==> src/rtl/iab_pkg.sv <==
// Package for the bitmap identifier allocator: command and status codes,
// sequencer states and the word scan result type.
// No dependencies; every other file of the block imports it.
package iab_pkg;

  localparam int unsigned ID_W       = 32;
  localparam int unsigned WORD_BITS  = 32;
  localparam int unsigned BIT_W      = 5;
  localparam logic [ID_W-1:0] BASE_RESET = 32'd7011;

  typedef logic [WORD_BITS-1:0] word_t;

  typedef enum logic [1:0] {
    CMD_ALLOC    = 2'd0,
    CMD_CHECK    = 2'd1,
    CMD_REGISTER = 2'd2,
    CMD_RELEASE  = 2'd3
  } cmd_t;

  typedef enum logic [1:0] {
    ST_OK      = 2'd0,
    ST_OUTSIDE = 2'd1,
    ST_FULL    = 2'd2
  } status_t;

  typedef enum logic [2:0] {
    S_CLEAR,
    S_IDLE,
    S_LOOK,
    S_MODIFY,
    S_SCAN,
    S_RESP
  } state_t;

  // Outcome of examining one bitmap word during an allocate scan.
  typedef struct packed {
    logic             found;
    logic             run_out;
    logic [BIT_W-1:0] bit_idx;
    word_t            free_oh;
    word_t            new_word;
  } scan_res_t;

endpackage

==> src/rtl/iab_if.sv <==
// Handshake interfaces for the command and response channels.
// Depends on iab_pkg for the command and status types.
interface iab_cmd_if;
  import iab_pkg::*;
  logic            valid;
  logic            ready;
  cmd_t            command;
  logic [ID_W-1:0] cc_id;
  modport source(output valid, command, cc_id, input ready);
  modport sink(input valid, command, cc_id, output ready);
endinterface

interface iab_rsp_if;
  import iab_pkg::*;
  logic            valid;
  logic            ready;
  logic [ID_W-1:0] result_id;
  logic            answer;
  status_t         status;
  modport source(output valid, result_id, answer, status, input ready);
  modport sink(input valid, result_id, answer, status, output ready);
endinterface

==> src/rtl/iab_map_ram.sv <==
// Bitmap storage: one write port and one read port with registered read data.
// Depends on iab_pkg for the word type.
module iab_map_ram #(
  parameter int unsigned DEPTH  = 8,
  parameter int unsigned ADDR_W = 3
) (
  input  logic              clk,
  input  logic              we,
  input  logic [ADDR_W-1:0] waddr,
  input  iab_pkg::word_t    wdata,
  input  logic [ADDR_W-1:0] raddr,
  output iab_pkg::word_t    rdata
);
  import iab_pkg::*;

  word_t mem [DEPTH];

  always_ff @(posedge clk) begin
    if (we) begin
      mem[waddr] <= wdata;
    end
  end

  always_ff @(posedge clk) begin
    rdata <= mem[raddr];
  end

endmodule

==> src/rtl/iab_word_scan.sv <==
// Examines one bitmap word of an allocate scan and finds the first free bit
// after the run of assigned bits. Depends on iab_pkg.
module iab_word_scan (
  input  iab_pkg::word_t    word,
  input  logic              run,
  output iab_pkg::scan_res_t res
);
  import iab_pkg::*;

  word_t                low;
  logic [WORD_BITS:0]   sum;
  word_t                free_oh;
  logic [BIT_W-1:0]     idx;

  // Adding the lowest set bit (or one, when a run carries in from the word
  // below) ripples through the run; the first cleared bit it lands on is free.
  always_comb begin
    low     = run ? word_t'(1) : (word & (~word + word_t'(1)));
    sum     = {1'b0, word} + {1'b0, low};
    free_oh = sum[WORD_BITS-1:0] & ~word;
    idx     = '0;
    for (int b = 0; b < WORD_BITS; b++) begin
      if (free_oh[b]) begin
        idx = idx | BIT_W'(b);
      end
    end
    res.found    = |free_oh;
    res.run_out  = run || (word != '0);
    res.bit_idx  = idx;
    res.free_oh  = free_oh;
    res.new_word = word | free_oh;
  end

endmodule

==> src/rtl/identifier_allocator_bitmap.sv <==
// Top level of the bitmap identifier allocator: sequencer, configuration
// register and response register. Depends on iab_pkg, iab_if, iab_map_ram
// and iab_word_scan.
//
// The block keeps the assigned identifiers of a window of ID_COUNT values
// starting at base_id as a bitmap in one synchronous memory of ID_COUNT/32
// words, and serves one command at a time. After reset a clearing pass writes
// every word to zero, one per cycle, and no command is taken during it.
// Check, register and release pass through accept, memory read,
// read-modify-write and response load; an identifier outside the window goes
// from accept straight to response load. Allocate scans the bitmap one word
// per cycle through the memory read port and stops once the free bit is
// found; on an empty set it takes the register path for offset zero. A
// finished result sits in the response register, and the next command is
// accepted while it waits to be taken. Commands never overlap, so the write of
// one command always lands before the read of the next. base_id may be written
// only while the block is idle; the bitmap is relative to the window, so it
// follows a new base.
module identifier_allocator_bitmap #(
  parameter int unsigned ID_COUNT = 256
) (
  input  logic                 clk,
  input  logic                 rst,
  input  logic                 cfg_wr_en,
  input  logic [iab_pkg::ID_W-1:0] cfg_wr_data,
  iab_cmd_if.sink              cmd,
  iab_rsp_if.source            rsp
);
  import iab_pkg::*;

  localparam int unsigned MAP_WORDS = (ID_COUNT + WORD_BITS - 1) / WORD_BITS;
  localparam int unsigned ADDR_W    = (MAP_WORDS > 1) ? $clog2(MAP_WORDS) : 1;
  localparam int unsigned OFF_W     = ADDR_W + BIT_W;
  localparam int unsigned CNT_W     = $clog2(ID_COUNT + 1);
  localparam logic [ADDR_W-1:0] LAST_WORD = ADDR_W'(MAP_WORDS - 1);

  // Control registers.
  state_t              state, state_next;
  logic [CNT_W-1:0]    cnt, cnt_next;
  logic [ADDR_W-1:0]   clr_k, clr_k_next;
  logic                ev_vld, ev_vld_next;
  logic                out_valid, out_valid_next;
  logic [ID_W-1:0]     base_id;

  // Per-command working registers.
  cmd_t                op, op_next;
  logic [OFF_W-1:0]    off, off_next;
  logic [OFF_W-1:0]    pos, pos_next;
  logic                from_pos, from_pos_next;
  logic [ADDR_W-1:0]   scan_k, scan_k_next;
  logic [ADDR_W-1:0]   ev_k, ev_k_next;
  logic                run, run_next;
  logic [ID_W-1:0]     res_id, res_id_next;
  logic                res_ans, res_ans_next;
  status_t             res_st, res_st_next;

  // Response register.
  logic [ID_W-1:0]     out_id, out_id_next;
  logic                out_ans, out_ans_next;
  status_t             out_st, out_st_next;

  // Memory ports.
  logic                ram_we;
  logic [ADDR_W-1:0]   ram_waddr;
  word_t               ram_wdata;
  logic [ADDR_W-1:0]   ram_raddr;
  word_t               ram_rdata;

  scan_res_t           scan;
  logic [ID_W-1:0]     cmd_off;
  logic                in_window;
  logic [OFF_W-1:0]    pos_c;
  word_t               bit_mask;
  logic                bit_val;

  iab_map_ram #(
    .DEPTH (MAP_WORDS),
    .ADDR_W(ADDR_W)
  ) u_ram (
    .clk  (clk),
    .we   (ram_we),
    .waddr(ram_waddr),
    .wdata(ram_wdata),
    .raddr(ram_raddr),
    .rdata(ram_rdata)
  );

  iab_word_scan u_scan (
    .word(ram_rdata),
    .run (run),
    .res (scan)
  );

  // The window wraps modulo 2^32, so a plain unsigned difference decides it.
  assign cmd_off   = cmd.cc_id - base_id;
  assign in_window = cmd_off < ID_W'(ID_COUNT);
  assign pos_c     = {ev_k, scan.bit_idx};
  assign bit_mask  = word_t'(1) << off[BIT_W-1:0];
  assign bit_val   = ram_rdata[off[BIT_W-1:0]];

  assign cmd.ready     = (state == S_IDLE);
  assign rsp.valid     = out_valid;
  assign rsp.result_id = out_id;
  assign rsp.answer    = out_ans;
  assign rsp.status    = out_st;

  always_ff @(posedge clk) begin
    if (rst) begin
      base_id <= BASE_RESET;
    end else if (cfg_wr_en) begin
      base_id <= cfg_wr_data;
    end
  end

  always_ff @(posedge clk) begin
    if (rst) begin
      state     <= S_CLEAR;
      cnt       <= '0;
      clr_k     <= '0;
      ev_vld    <= 1'b0;
      out_valid <= 1'b0;
    end else begin
      state     <= state_next;
      cnt       <= cnt_next;
      clr_k     <= clr_k_next;
      ev_vld    <= ev_vld_next;
      out_valid <= out_valid_next;
    end
  end

  always_ff @(posedge clk) begin
    op       <= op_next;
    off      <= off_next;
    pos      <= pos_next;
    from_pos <= from_pos_next;
    scan_k   <= scan_k_next;
    ev_k     <= ev_k_next;
    run      <= run_next;
    res_id   <= res_id_next;
    res_ans  <= res_ans_next;
    res_st   <= res_st_next;
    out_id   <= out_id_next;
    out_ans  <= out_ans_next;
    out_st   <= out_st_next;
  end

  always_comb begin
    state_next     = state;
    cnt_next       = cnt;
    clr_k_next     = clr_k;
    ev_vld_next    = ev_vld;
    out_valid_next = out_valid & ~rsp.ready;
    op_next        = op;
    off_next       = off;
    pos_next       = pos;
    from_pos_next  = from_pos;
    scan_k_next    = scan_k;
    ev_k_next      = ev_k;
    run_next       = run;
    res_id_next    = res_id;
    res_ans_next   = res_ans;
    res_st_next    = res_st;
    out_id_next    = out_id;
    out_ans_next   = out_ans;
    out_st_next    = out_st;
    ram_we         = 1'b0;
    ram_waddr      = off[OFF_W-1:BIT_W];
    ram_wdata      = '0;
    ram_raddr      = scan_k;

    case (state)
      S_CLEAR: begin
        ram_we    = 1'b1;
        ram_waddr = clr_k;
        ram_wdata = '0;
        if (clr_k == LAST_WORD) begin
          state_next = S_IDLE;
        end else begin
          clr_k_next = clr_k + ADDR_W'(1);
        end
      end

      S_IDLE: begin
        if (cmd.valid) begin
          op_next       = cmd.command;
          res_id_next   = cmd.cc_id;
          res_ans_next  = 1'b0;
          res_st_next   = ST_OK;
          from_pos_next = 1'b0;
          if (cmd.command == CMD_ALLOC) begin
            if (cnt == '0) begin
              // Empty set: hand out the base, which is a register of offset zero.
              op_next       = CMD_REGISTER;
              off_next      = '0;
              pos_next      = '0;
              from_pos_next = 1'b1;
              state_next    = S_LOOK;
            end else begin
              scan_k_next = '0;
              ev_vld_next = 1'b0;
              run_next    = 1'b0;
              state_next  = S_SCAN;
            end
          end else if (!in_window) begin
            res_st_next  = ST_OUTSIDE;
            res_ans_next = (cmd.command == CMD_CHECK);
            state_next   = S_RESP;
          end else begin
            off_next   = cmd_off[OFF_W-1:0];
            state_next = S_LOOK;
          end
        end
      end

      S_LOOK: begin
        ram_raddr  = off[OFF_W-1:BIT_W];
        state_next = S_MODIFY;
      end

      S_MODIFY: begin
        case (op)
          CMD_CHECK: begin
            res_ans_next = ~bit_val;
          end
          CMD_REGISTER: begin
            if (!bit_val) begin
              ram_we       = 1'b1;
              ram_wdata    = ram_rdata | bit_mask;
              cnt_next     = cnt + CNT_W'(1);
              res_ans_next = 1'b1;
            end
          end
          CMD_RELEASE: begin
            if (bit_val) begin
              ram_we       = 1'b1;
              ram_wdata    = ram_rdata & ~bit_mask;
              cnt_next     = cnt - CNT_W'(1);
              res_ans_next = 1'b1;
            end
          end
          default: begin
          end
        endcase
        state_next = S_RESP;
      end

      S_SCAN: begin
        // One word is read per cycle while the word read before it is examined.
        ram_raddr   = scan_k;
        ev_vld_next = 1'b1;
        ev_k_next   = scan_k;
        if (scan_k != LAST_WORD) begin
          scan_k_next = scan_k + ADDR_W'(1);
        end
        if (ev_vld) begin
          if (scan.found && (ID_W'(pos_c) < ID_W'(ID_COUNT))) begin
            ram_we        = 1'b1;
            ram_waddr     = ev_k;
            ram_wdata     = scan.new_word;
            cnt_next      = cnt + CNT_W'(1);
            pos_next      = pos_c;
            from_pos_next = 1'b1;
            res_ans_next  = 1'b1;
            state_next    = S_RESP;
          end else if (scan.found || (ev_k == LAST_WORD)) begin
            // The run of assigned identifiers reaches the end of the window.
            res_id_next  = '0;
            res_ans_next = 1'b0;
            res_st_next  = ST_FULL;
            state_next   = S_RESP;
          end else begin
            run_next = scan.run_out;
          end
        end
      end

      S_RESP: begin
        if (!out_valid || rsp.ready) begin
          out_valid_next = 1'b1;
          out_id_next    = from_pos ? (base_id + ID_W'(pos)) : res_id;
          out_ans_next   = res_ans;
          out_st_next    = res_st;
          state_next     = S_IDLE;
        end
      end

      default: begin
        state_next = S_IDLE;
      end
    endcase
  end

`ifndef SYNTHESIS
  a_cnt_bound: assert property (@(posedge clk) disable iff (rst)
    cnt <= CNT_W'(ID_COUNT))
    else $error("assigned count exceeds the window size");

  a_accept_leaves_idle: assert property (@(posedge clk) disable iff (rst)
    (cmd.valid && cmd.ready) |=> (state != S_IDLE))
    else $error("accepted command did not start work");

  a_scan_single_bit: assert property (@(posedge clk) disable iff (rst)
    (state == S_SCAN && ev_vld) |-> $onehot0(scan.free_oh))
    else $error("word scan marked more than one free bit");

  a_scan_write_sets_new: assert property (@(posedge clk) disable iff (rst)
    (state == S_SCAN && ram_we) |-> (ram_wdata != ram_rdata))
    else $error("allocate wrote back an unchanged word");

  a_release_nonempty: assert property (@(posedge clk) disable iff (rst)
    (state == S_MODIFY && op == CMD_RELEASE && ram_we) |-> (cnt != '0))
    else $error("release of a present identifier with an empty count");
`endif

endmodule
==> src/flat_wrapper.sv <==
// flat-port wrapper written by rule: the top's interface ports become plain ports
module identifier_allocator_bitmap_flat import iab_pkg::*;
#(
  parameter int unsigned ID_COUNT = 256
)
  (clk, rst, cfg_wr_en, cfg_wr_data, cmd_valid, cmd_command, cmd_cc_id, cmd_ready, rsp_valid, rsp_result_id, rsp_answer, rsp_status, rsp_ready);
  iab_cmd_if cmd_i ();
  iab_rsp_if rsp_i ();
  input  logic clk;
  input  logic rst;
  input  logic cfg_wr_en;
  input  logic [iab_pkg::ID_W-1:0] cfg_wr_data;
  input wire logic [$bits(cmd_i.valid)-1:0] cmd_valid;
  input wire logic [$bits(cmd_i.command)-1:0] cmd_command;
  input wire logic [$bits(cmd_i.cc_id)-1:0] cmd_cc_id;
  output wire logic [$bits(cmd_i.ready)-1:0] cmd_ready;
  output wire logic [$bits(rsp_i.valid)-1:0] rsp_valid;
  output wire logic [$bits(rsp_i.result_id)-1:0] rsp_result_id;
  output wire logic [$bits(rsp_i.answer)-1:0] rsp_answer;
  output wire logic [$bits(rsp_i.status)-1:0] rsp_status;
  input wire logic [$bits(rsp_i.ready)-1:0] rsp_ready;
  assign cmd_i.valid = cmd_valid;
  assign cmd_i.command = cmd_command;
  assign cmd_i.cc_id = cmd_cc_id;
  assign cmd_ready = cmd_i.ready;
  assign rsp_valid = rsp_i.valid;
  assign rsp_result_id = rsp_i.result_id;
  assign rsp_answer = rsp_i.answer;
  assign rsp_status = rsp_i.status;
  assign rsp_i.ready = rsp_ready;
  identifier_allocator_bitmap #(.ID_COUNT(ID_COUNT)) u_core (.clk(clk), .rst(rst), .cfg_wr_en(cfg_wr_en), .cfg_wr_data(cfg_wr_data), .cmd(cmd_i), .rsp(rsp_i));
endmodule
==> config.mk <==
export PLATFORM = sky130hd
export DESIGN_NAME = identifier_allocator_bitmap_flat
export DESIGN_NICKNAME = d
export VERILOG_FILES = /design/src/rtl/iab_pkg.sv /design/src/rtl/iab_if.sv /design/src/rtl/iab_map_ram.sv /design/src/rtl/iab_word_scan.sv /design/src/rtl/identifier_allocator_bitmap.sv /design/src/flat_wrapper.sv
export SDC_FILE = /design/constraint.sdc
export NUM_CORES = 1
export LEC_CHECK = 0
export BUFFER_PORTS_ARGS = -buffer_cell sky130_fd_sc_hd__buf_2
export CAP_MARGIN = 40
export CORE_ASPECT_RATIO = 0.5
export CORE_UTILIZATION = 50
export DETAILED_ROUTE_END_ITERATION = 7
export PLACE_DENSITY = 0.7
export SLEW_MARGIN = 5
export SYNTH_ARGS = -nofsm -noshare
export SYNTH_HDL_FRONTEND = slang
export SYNTH_SLANG_ARGS = --single-unit
==> constraint.sdc <==
create_clock -name clk -period 8.3 [get_ports clk]
set_input_delay 0.83 -clock clk [delete_from_list [all_inputs] [get_ports clk]]
set_output_delay 0.83 -clock clk [all_outputs]
set_load 0.01 [all_outputs]
Word level (Yosys, flattened, before mapping):

Memories as Yosys holds them, arrays and structs flattened. A register that Yosys moved wholly into a read port is not among the register bits.
Index checks and enable logic that the tools add are counted.

* shifts and indexed selects: 1
* mux-type cells: 264
* eq/ne operators: 32
* add/sub/neg operators: 8
* multipliers: 0
* divide/modulo/power cells: 0
* bitwise logic cells: 10
* reduce and logical (&&, ||, !) cells: 26
* $lt $le $gt $ge: 2

Operators with widths (number)
* 2-to-1 mux 32 bit: 29
* case mux 32 bit (2 select lines): 3
* 2-to-1 mux 8 bit: 23
* 2-to-1 mux 3 bit: 49
* 2-to-1 mux 9 bit: 12
* AND 32 bit: 3
* 2-to-1 mux 5 bit: 16
* 2-to-1 mux 1 bit: 79
* inverter 32 bit: 2
* bitwise OR 32 bit: 2
* 2-to-1 mux 2 bit: 30
* case mux 9 bit (2 select lines): 2
* adder 32 x 1 -> 32 bit, second input constant: 1
* adder 32 bit: 1
* adder 32 x 8 -> 32 bit: 1
* less-than comparator 32 x 9 -> 1 bit, second input constant: 1
* 2-to-1 mux 4 bit: 8
* nonzero test 32 bit: 1
* OR reduction 32 bit: 1
* << shifter 1 x 5 -> 32 bit, first input constant: 1
* subtractor 32 bit: 1
* case mux 3 bit (6 select lines): 1
* inequality test 2 x 1 -> 1 bit, second input constant: 8
* case mux 8 bit (2 select lines): 1
* other kinds (33): 67

* bits in latches: 0
* output and inout port bits: 37
* bits in registers: 145
* RAM bits: 256
* input bits: 71
* word-level logic and storage cells: 363
* bits in read-only memories: 0
* memories kept: 1

Memories
* u_core.u_ram.mem: depth 8, bits a word 32, rd ports 1, clocked after Yosys merged registers in 1, wr ports 1, line iab_map_ram.sv:16 `word_t mem [DEPTH];`

Longest topological paths before layout:

Gate-level depths: netlist (run 1).

* word-level depth: 43
* depth in mapped cells: 26
* mapped depth without buffers: 21

Modules after synthesis:

From an unflattened synthesis (run 1), not the netlist that was laid out.

* cells, all modules: 1957
* area, all modules: 23044.6 µm²

Modules (own cells, without submodules)
* iab_map_ram: instances 1, area each 10466.3 µm², cells each 415
* identifier_allocator_bitmap: instances 1, area each 9855.7 µm², cells each 1112
* iab_word_scan: instances 1, area each 2722.6 µm², cells each 430

Worst setup path before layout (run 1):

OpenSTA, ideal clock, no wires.

* kind: register -> register
* start: register u_core.u_ram.rdata[0], read port of u_core.u_ram.mem
* end: register u_core.res_id[0], enable pin
* required time: 7.823 ns
* setup slack: -0.005 ns
* stages on the path, launching flop included: 25
* clock period less this slack: 8.305 ns
* arrival: 7.828 ns
* library setup time: 0.477 ns
* path buffers: 5
* cells stage by stage: dfxtp_1 > buf_2 > nor2_2 > nand3_1 > or4_1 > or3_1 > buf_2 > nor4_2 > nand4_1 > or3_1 > buf_2 > nor4b_1 > ha_1 > clkbuf_1 > inv_1 > o21bai_1 > a21oi_1 > nor3_1 > a31oi_1 > nand3_1 > or4_1 > nor4b_2 > nand3_1 > buf_2 > o31ai_1

* cells in the longest elaborated chain, start to end: 10
* elaborated cells on any way between the ends: 11
* classes of those cells: add/sub (2); eq/ne (2); mux (1); bitwise (3); reduce/logical (3)

RTL lines
* start, declared: line iab_map_ram.sv:12 `output iab_pkg::word_t rdata`
* inverter 32 bit: line iab_word_scan.sv:18, iab_word_scan.sv:20
* adder 32 x 1 -> 32 bit: line iab_word_scan.sv:18 `low = run ? word_t'(1) : (word & (~word + word_t'(1)));`
* AND 32 bit: line iab_word_scan.sv:18
* 2-to-1 mux 32 bit: line iab_word_scan.sv:18
* adder 32 bit: line iab_word_scan.sv:19 `sum = {1'b0, word} + {1'b0, low};`
* AND 32 bit (*): line iab_word_scan.sv:20 `free_oh = sum[WORD_BITS-1:0] & ~word;`
* OR reduction 32 bit (*): line iab_word_scan.sv:27 `res.found = |free_oh;`
* logical OR 1 bit: line identifier_allocator_bitmap.sv:265 `end else if (scan.found || (ev_k == LAST_WORD)) begin`
* inequality test 2 x 1 -> 1 bit (no line)
* AND reduction 5 bit (no line) (*)
* end signal, assigned: line identifier_allocator_bitmap.sv:139 `res_id <= res_id_next;`
* end, declared: line identifier_allocator_bitmap.sv:53 `logic [ID_W-1:0] res_id, res_id_next;`

Mark *: on every way between the ends. The rest lies on a longest branch, timed or not.
A chain may end at the register's enable or synchronous reset.

Final worst setup path (run 1):

* start: register u_core.u_ram.rdata[0], read port of u_core.u_ram.mem
* end: memory u_core.u_ram.mem[0][18] (netlist name), enable pin

* cells in the longest elaborated chain, start to end: 15
* elaborated cells on any way between the ends: 31
* classes of those cells: add/sub (2); mux (25); bitwise (3); reduce/logical (1)

RTL lines
* inverter 32 bit: line iab_word_scan.sv:18, iab_word_scan.sv:20
* adder 32 x 1 -> 32 bit: line iab_word_scan.sv:18
* AND 32 bit: line iab_word_scan.sv:18
* 2-to-1 mux 32 bit: line iab_word_scan.sv:18
* adder 32 bit: line iab_word_scan.sv:19
* AND 32 bit: line iab_word_scan.sv:20
* OR reduction 32 bit: line iab_word_scan.sv:27
* 2-to-1 mux 1 bit: line identifier_allocator_bitmap.sv:256 `if (scan.found && (ID_W'(pos_c) < ID_W'(ID_COUNT))) begin`
* 2-to-1 mux 1 bit: line identifier_allocator_bitmap.sv:255 `if (ev_vld) begin`
* 2-to-1 mux 1 bit: line identifier_allocator_bitmap.sv:171 `case (state)`
* 2-to-1 mux 1 bit: line identifier_allocator_bitmap.sv:255
* 2-to-1 mux 1 bit: line identifier_allocator_bitmap.sv:171
* case mux 1 bit (3 select lines): line identifier_allocator_bitmap.sv:171
* 2-to-1 mux 1 bit: line iab_map_ram.sv:19 `if (we) begin`
* 2-to-1 mux 1 bit (implied by the code): line iab_map_ram.sv:20 `mem[waddr] <= wdata;`
* end, declared: line iab_map_ram.sv:16

Several ways; a longest one is shown, not always the timed one. The select of a mux whose other input is x is not followed.

==> impl_metrics.ini, run 1 <==
[yosys]
synthMuxAreaShare_pct = 12.9
synthArstFlopShare_pct = 0
synth_nets = 2128
avgSynthCellArea_um2 = 11.7
synthFlopType = edfxtp_1
seq_area_frac_synth_pct = 52.8
synth.area.top_cells = edfxtp_1, dfxtp_1, mux4_2
yosys.area.top_type = edfxtp_1
synth.distinct_cells = 80
synth_top_family_by_area = simple AND/OR/NAND/NOR gates
synth-edff-count = 352
ys_ff_latch = 433
synthSimpleGateAreaFrac_pct = 13.5
yosysTopAreaCellShare_pct = 45.8
synthAdderAreaFrac_pct = 4.35
syn_area_um2 = 23100
synth-xor-area-share_pct = 2.69
ys.warnings.count = 0
synthCells = 1978
synth-compound-area-share_pct = 10.8

[power]
p_int_mw = 4.14
ir_worst_vdd_mv = 0.130
clock_power_share_pct = 31.0
p_sw_mw = 1.71
netSwitchingFraction_pct = 29.2
p_seq_share_pct = 48.5
p_per_area_nw_per_um2 = 228
p_leak_nw = 9.38
combPwrFrac_pct = 20.5

[clock_network]
root_buffer = clkbuf_16
htree_num_levels = 2
clk_pin_slew_ns = 0.08
numCtsBuffers = 39
postCtsHoldBufs = 0
cts_sinks = 433
cts_tree = yes
cts_resized = 0
cts.path.max_buffers = 3
clk_latency_ns = 0.55
cts_setup_buffers = 0

[timing]
fin_skew_ns = 0.0326
slew_violations = 0
period_share_pct = 94.0
setup_violations = 0
maxSlewHeadroom_pct = 37.6
max_freq_mhz = 128
hold_viol_final = 0
tightest_slew_ns = 0.926
fin_crit_ns = 7.80
grt_setup_unrepaired = yes

[detailed_routing]
wl_um = 60000
via_per_inst = 6.09
dr.pass1.iters = 5
num_vias = 16500
routedWlPerCell_um = 22.2
dr.first_iter.drc_count = 1477
remaining_drc_errors = 0
antenna_left = 0

[final_layout]
nFillCells = 3741
final_cell_mix = edfxtp_1, nor2_1, a21oi_1, nand2_1, buf_2
multiInputGateArea_um2 = 10300
area_growth_pct = 11.3
seq_area_um2 = 12200
layout.nets = 2221
final_area_um2 = 25700
drive_above_1_share_pct = 16.9
fin_cells = 2699
final_common_cell = edfxtp_1

[setup_path]
worstPathMaxFanout = 17
critical_path.startpoint = u_core.u_ram.rdata[0]$_DFF_P_
worst-path-buf-inv = 1
worstPathRequired_ns = 8.53
path_cells = nor2_2 > nand3_1 > or4_1 > or3_1 > nor4_2 > nand4_1 > or3_1 > nor4b_1 > ha_1 > a21oi_1 > o21ai_0 > a2111oi_0 > nor2_1 > nor3_1 > nor3_1 > nor4bb_1 > nand3b_1 > o21ai_1 > mux2i_1 > and3_2 > buf_12
worstReg2RegStart = u_core.u_ram.rdata[0]$_DFF_P_
end_kind = flop
cp_data_arrival_time_ns = 8.03
crit_type = flop to flop
cp_top_family = simple AND/OR/NAND/NOR gates
max_stage_delay_ns = 0.70
r2r_slack_ns = 0.50
crit_slowest_cell = nor4bb_1
critical_path.startpoint_type = flop

[place]
gp_congestion = 0.924
placed_cell_area_um2 = 24400
detailed_place_hpwl_um = 42700
port_buffers = 107
dp.cells = 2627

[global_routing]
grt_max_degree = 59
overflow = 0
grt_pass1_vias = 16000
grt_pass1_wl_um = 92700
antenna_found_initial = 2
grt_usage_pct = 25.6

[floorplan]
start_util_pct = 50.9
ios = 108
rows = 55
core_region_area_um2 = 45300
die_area_um2 = 47100
dieWidth_um = 306
die_h_um = 154

[hold_path]
worstHoldStart = u_core.res_st[1]$_SDFFCE_PP1P_
hold_path.class = flop to flop

[run]
drv_cap = 0

[run_status]
outcome = completed
==> through the flow <==
stage	total power, mW	util (%)	hold slack, ns	setup slack [ns]	setup TNS, ns
after global routing	6.08	56.7	0.444	-0.0499	-0.908
after detailed placement	4.06	53.9	0.406	0.620	0
after global placement	4.04	53.6	0.407	0.993	0
after floorplan	3.61	-	0.400	0.0749	0
final	5.85	56.7	0.423	0.500	0
after CTS	5.87	56.6	0.421	0.592	0
==> synthesized netlist by cell type, drive strengths merged, types with 28 or more instances <==
| master | instances |
|---|---|
| edfxtp | 352 |
| nor2 | 194 |
| a21oi | 124 |
| nand2 | 122 |
| inv | 82 |
| dfxtp | 81 |
| o21ai | 78 |
| ha | 77 |
| mux2i | 75 |
| mux4 | 72 |
| clkbuf | 69 |
| nor3 | 56 |
| mux2 | 54 |
| xnor2 | 52 |
| and2 | 42 |
| nand3 | 38 |
| nor2b | 34 |
| o22ai | 29 |
| a21o | 28 |
==> layer usage <==
metal  share of wire (%)  track usage [%]  wire length [µm]  vias to the layer above
met1                  44             35.3             26600                     8151
li1                    -                -                 -                     7682
met3                 6.2             3.72              3720                       87
met2                  47             42.3             28400                      530
met5                   0                0                 0                        -
met4                 2.3             7.01              1370                        0
==> flip-flops by register name (all words and copies together) (netlist names), 8 cells and up <==
| register | cells |
|---|---|
| u_core.off | 8 |
| u_core.base_id | 32 |
| u_core.rsp.result_id | 32 |
| u_core.cnt | 9 |
| u_core.res_id | 32 |
| u_core.pos | 8 |
| u_core.u_ram.rdata | 32 |
| u_core.u_ram.mem | 256 |
==> layout make-up <==
cell class	count	share of cell area [%]
tap	598	2.91
inverter	83	1.21
clock buffer	51	4.05
timing repair buffer	143	3.46
multi-input combinational	1371	40.1
antenna	1	0.00974
sequential	433	47.4
clock inverter	19	0.818
==> path summary, 6_finish.rpt <==
check,cells past startpoint,end
worst max-delay path,21,u_core.u_ram.mem[0][18]$_DFFE_PP_
worst min-delay path,0,u_core.rsp.status[1]$_DFFE_PP_
worst max register to register,21,u_core.u_ram.mem[0][18]$_DFFE_PP_
worst min register to register,0,u_core.rsp.status[1]$_DFFE_PP_
==> power groups by stage <==
stage,clock network [mW],registers (mW),logic [mW]
finish,1.81,2.84,1.20
global route,1.92,2.86,1.30
CTS,1.84,2.83,1.19
detailed placement,0,2.88,1.18
global placement,0,2.86,1.18
floorplan,0,2.80,0.811
==> cell families after synthesis <==
family,Yosys count
simple gates,626
flops,433
compound gates,394
mux,201
buf+inv,174
fa+ha+maj,79
xor+xnor,71
No activity file was read; power rests on OpenSTA's default activity.
==> run 2, diff against run 1 <==
--- a/config.mk
+++ b/config.mk
@@ -7,3 +7,3 @@
 export LEC_CHECK = 0
-export BUFFER_PORTS_ARGS = -buffer_cell sky130_fd_sc_hd__buf_2
+export BUFFER_PORTS_ARGS = -buffer_cell sky130_fd_sc_hd__clkbuf_2
 export CAP_MARGIN = 40
--- a/constraint.sdc
+++ b/constraint.sdc
@@ -3,2 +3,2 @@
 set_output_delay 0.83 -clock clk [all_outputs]
-set_load 0.01 [all_outputs]
+set_load 0.005 [all_outputs]
==> run 2 against run 1 <==
Effect of this change: clock-buffer cell count fell by 2; largest cell class unchanged; final cell count is essentially flat; critical path depth is the same; register-to-register slack improved by 0.13 ns.
==> impl_metrics.ini, run 2 (synthesis gave the netlist of run 1 again) <==
[run_status]
outcome = completed

[clock_network]
cts_resized = 0
root_buffer = clkbuf_16
cts_setup_buffers = 0
cts_sinks = 433
postCtsHoldBufs = 0
cts.path.max_buffers = 3
numCtsBuffers = 39
htree_num_levels = 2
clk_latency_ns = 0.55
cts_tree = yes
clk_pin_slew_ns = 0.07

[setup_path]
crit_slowest_cell = nor4bb_1
max_stage_delay_ns = 0.61
reg2reg_depth = 21
worst-path-buf-inv = 1
worstPathRequired_ns = 8.55
cp_top_family = simple AND/OR/NAND/NOR gates
crit_type = flop to flop
path_cells = nor2_2 > nand3_1 > or4_1 > or3_1 > nor4_2 > nand4_1 > or3_1 > nor4b_1 > ha_1 > a21oi_1 > o21ai_0 > a2111oi_0 > nor2_1 > nor3_1 > nor3_1 > nor4bb_1 > nand3b_1 > o21ai_1 > mux2i_1 > and3_2 > buf_12
worstPathMaxFanout = 19
worstReg2RegStart = u_core.u_ram.rdata[0]$_DFF_P_
r2r_slack_ns = 0.63
reg2reg_to = u_core.u_ram.mem[6][15]$_DFFE_PP_
critical_path.startpoint_type = flop
end_kind = flop
cp_data_arrival_time_ns = 7.91

[detailed_routing]
wl_um = 59900
via_per_inst = 6.10
dr.pass1.iters = 6
routedWlPerCell_um = 22.2
num_vias = 16500
dr.first_iter.drc_count = 1620
remaining_drc_errors = 0
antenna_left = 0

[timing]
grt_setup_unrepaired = no
tightest_slew_ns = 1.02
hold_viol_final = 0
fin_skew_ns = 0.0206
slew_violations = 0
maxSlewHeadroom_pct = 30.4
setup_violations = 0
period_share_pct = 92.4
max_freq_mhz = 130
fin_crit_ns = 7.67
fin_tns_setup_ns = 0

[final_layout]
final_cell_mix = edfxtp_1, nor2_1, a21oi_1, nand2_1, clkbuf_2
largest_reg_flops = 256
area_growth_pct = 12.1
drive_above_1_share_pct = 17.0
fin_cells = 2698
antenna_cells = 0
top_register = u_core.u_ram.mem
layout.nets = 2219
final_common_cell = edfxtp_1

[global_routing]
grt_pass1_wl_um = 91300
grt_max_degree = 57
grt_pass1_vias = 15800
grt_usage_pct = 25.2
antenna_found_initial = 2
overflow = 0

[power]
p_leak_nw = 9.47
ir_worst_vdd_mv = 0.161
p_per_area_nw_per_um2 = 234

[floorplan]
die_h_um = 154
core_region_area_um2 = 45300
rows = 55
start_util_pct = 50.9
ios = 108
dieWidth_um = 306
die_area_um2 = 47100

[place]
port_buffers = 107
dp.cells = 2626
gp_congestion = 0.952
detailed_place_hpwl_um = 42600

[hold_path]
worstHoldStart = u_core.res_st[1]$_SDFFCE_PP1P_
holdPathStages = 0
hold_path.class = flop to flop
whs_endpoint = u_core.rsp.status[1]$_DFFE_PP_

[run]
drv_cap = 0
==> run 2: cell count changes in the layout (fill, tap and decap cells not counted), moves of 3 or more <==
cell,delta
buf_4,-3
clkbuf_2,+107
bufinv_16,+5
buf_2,-106
clkbuf_8,+3
clkinv_2,-6
clkbuf_1,-6
clkinv_1,+3
==> run 2: report_power, final <==
part / internal (mW) / switching (mW)
registers: 2.66 / 0.164
logic: 0.464 / 0.737
clock network: 1.22 / 0.816
==> run 2: area by class of cell <==
cell class / count / area, µm²
Multi-Input combinational cell: 1371 / 10300
Fill cell: 3677 / 19500
Timing Repair Buffer: 141 / 878
Inverter: 83 / 312
Clock inverter: 23 / 370
Sequential cell: 433 / 12200
Tap cell: 598 / 748
Clock buffer: 49 / 1080
==> run 2: how the worst max path moves through the flow <==
stage	end	slack, ns	from	cells after the start
final	u_core.u_ram.mem[6][15]$_DFFE_PP_	0.63	u_core.u_ram.rdata[0]$_DFF_P_	21
after global placement	u_core.u_ram.mem[0][10]$_DFFE_PP_	1.07	u_core.run$_SDFFCE_PN0P_	21
after global routing	u_core.u_ram.mem[2][6]$_DFFE_PP_	0.22	u_core.run$_SDFFCE_PN0P_	21
after detailed placement	u_core.u_ram.mem[2][6]$_DFFE_PP_	0.86	u_core.run$_SDFFCE_PN0P_	21
after CTS	u_core.u_ram.mem[2][6]$_DFFE_PP_	0.85	u_core.run$_SDFFCE_PN0P_	21
after floorplan	u_core.u_ram.mem[5][0]$_DFFE_PP_	0.07	u_core.u_ram.rdata[0]$_DFF_P_	25
==> run 2: worst register-to-register path, cell delays in order (launching register included) <==
cell	delay (ns)
dfxtp_1	0.44
nor2_2	0.21
nand3_1	0.16
or4_1	0.52
or3_1	0.50
nor4_2	0.36
nand4_1	0.20
or3_1	0.50
nor4b_1	0.35
ha_1	0.39
a21oi_1	0.25
o21ai_0	0.21
a2111oi_0	0.46
nor2_1	0.12
nor3_1	0.24
nor3_1	0.13
nor4bb_1	0.61
nand3b_1	0.25
o21ai_1	0.30
mux2i_1	0.36
and3_2	0.58
buf_12	0.25
==> run 2: metrics by stage <==
step	instance area (µm²)	hold slack, ns	setup WS [ns]	power (mW)	util (%)
after floorplan	23100	0.400	0.0749	3.61	-
after detailed placement	24400	0.413	0.860	4.06	53.9
final	25900	0.427	0.633	6.06	57.1
after CTS	25900	0.429	0.855	6.08	57.1
after global placement	24400	0.402	1.07	4.05	53.7
after global routing	25900	0.434	0.216	6.28	57.1
==> run 2: per-layer routing <==
metal | part of all wire, % | track usage, % | vias up | wire, µm
li1 | - | - | 7683 | -
met1 | 44 | 34.8 | 8124 | 26200
met2 | 47 | 41.4 | 542 | 28000
met3 | 6.4 | 3.80 | 108 | 3850
met4 | 2.9 | 7.71 | 0 | 1740
met5 | 0 | 0 | - | 0
==> run 3, diff against run 2 <==
CORE_ASPECT_RATIO = not set   (was 0.5)
==> run 3 against run 2 <==
Effect of this change: via count rose by 3.6%; routed wire length grew 2.9%; critical path depth unchanged.
==> impl_metrics.ini, run 3 (synthesis gave the netlist of run 1 again) <==
[detailed_routing]
routedWlPerCell_um = 22.7
via_per_inst = 6.29
num_vias = 17100
remaining_drc_errors = 0
dr.first_iter.drc_count = 2130
wl_um = 61600
antenna_left = 0
dr.pass1.iters = 5

[final_layout]
multiInputGateArea_um2 = 10300
drive_above_1_share_pct = 17.0
top_register = u_core.u_ram.mem
final_cell_mix = edfxtp_1, nor2_1, a21oi_1, nand2_1, clkbuf_2
nFillCells = 3724
area_growth_pct = 12.2
largest_reg_flops = 256
fin_cells = 2710
final_area_um2 = 25900
final_common_cell = edfxtp_1
layout.nets = 2222
seq_area_um2 = 12200

[clock_network]
postCtsHoldBufs = 0
root_buffer = clkbuf_16
htree_num_levels = 2
cts_sinks = 433
clk_latency_ns = 0.60
cts_resized = 0
cts_tree = yes
numCtsBuffers = 45
clk_pin_slew_ns = 0.06
cts_setup_buffers = 0
cts.path.max_buffers = 3

[floorplan]
die_h_um = 217
die_area_um2 = 47000
start_util_pct = 50.8
dieWidth_um = 217
ios = 108
rows = 78
core_region_area_um2 = 45500

[timing]
fin_tns_setup_ns = 0
max_freq_mhz = 133
maxSlewHeadroom_pct = 46.9
slew_violations = 0
setup_violations = 0
hold_viol_final = 0
grt_setup_unrepaired = no
fin_crit_ns = 7.53
fin_skew_ns = 0.0254
period_share_pct = 90.7
tightest_slew_ns = 0.796
setup_ws_ns = 0.775

[run_status]
outcome = completed

[power]
ir_worst_vdd_mv = 0.236
p_per_area_nw_per_um2 = 235
power.total_mw = 6.09
p_leak_nw = 9.49

[global_routing]
overflow = 0
grt_pass1_vias = 16300
antenna_found_initial = 4
grt_max_degree = 54
grt_usage_pct = 26.2
grt_pass1_wl_um = 94700

[setup_path]
critical_path.startpoint_type = flop
crit_type = flop to flop
worstPathRequired_ns = 8.59
path_cells = nor2_2 > nand3_1 > or4_1 > or3_1 > nor4_2 > nand4_1 > or3_1 > nor4b_1 > ha_1 > a21oi_1 > o21ai_0 > a2111oi_0 > nor2_1 > nor3_1 > nor3_1 > nor4bb_1 > nand3b_1 > o21ai_1 > mux2i_1 > and3_2 > buf_12
worstPathMaxFanout = 17
cp_data_arrival_time_ns = 7.81
crit_slowest_cell = and3_2
max_stage_delay_ns = 0.60
end_kind = flop

[place]
port_buffers = 107
placed_cell_area_um2 = 24400
detailed_place_hpwl_um = 43300
dp.cells = 2625
dpl_worst_slack_ns = 0.934
gp_congestion = 0.976

[run]
drv_cap = 0

[hold_path]
hold_path.class = flop to flop
[run 3: changes by cell type in the layout (fill, tap and decap cells not counted), sizes merged]
cell / change
bufinv: -7
clkbuf: +19
inv: +1
clkinvlp: -3
buf: -3
clkinv: +2
diode: +1
[run 3: critical path, delay by kind of cell (launching register included)]
| kind | cells | cell delay, ns |
|---|---|---|
| fa+ha+maj | 1 | 0.37 |
| flops | 1 | 0.45 |
| buf+inv | 1 | 0.25 |
| mux | 1 | 0.32 |
| simple gates | 14 | 4.69 |
| compound gates | 4 | 1.11 |
[run 3: report_power, final]
| group | leakage [nW] | switching [mW] | internal (mW) |
|---|---|---|---|
| registers | 3.85 | 0.184 | 2.67 |
| logic | 4.91 | 0.765 | 0.453 |
| clock network | 0.734 | 0.862 | 1.16 |
[run 3: final timing paths]
check,cells after the start,end,from,slack [ns]
setup reg to reg,21,u_core.u_ram.mem[2][18]$_DFFE_PP_,u_core.run$_SDFFCE_PN0P_,0.77
setup / recovery,21,u_core.u_ram.mem[2][18]$_DFFE_PP_,u_core.run$_SDFFCE_PN0P_,0.77
hold / removal,0,u_core.rsp.answer$_DFFE_PP_,u_core.res_ans$_DFFE_PP_,0.42
hold reg to reg,0,u_core.rsp.answer$_DFFE_PP_,u_core.res_ans$_DFFE_PP_,0.42
[run 3: through the flow]
step | hold WS, ns | util [%]
finish | 0.422 | 56.9
global route | 0.424 | 56.9
CTS | 0.421 | 56.9
detailed placement | 0.406 | 53.6
global placement | 0.403 | 53.5
floorplan | 0.400 | -
[run 3: final cells by class]
class | count | share of cell area [%]
inverters | 83 | 1.20
clock inverters | 16 | 0.778
repair buffers | 138 | 3.21
flip-flops and latches | 433 | 47.1
well taps | 600 | 2.90
clock buffers | 68 | 5.03
diodes | 1 | 0.00966
multi-input cells | 1371 | 39.8
[run 3: routing by layer]
layer	wire length, µm	GRT usage, %	vias to the layer above
li1	-	-	7666
met1	26100	38.1	8395
met2	27000	39.4	884
met3	7080	6.14	101
met4	1330	7.28	8
met5	46	0	-
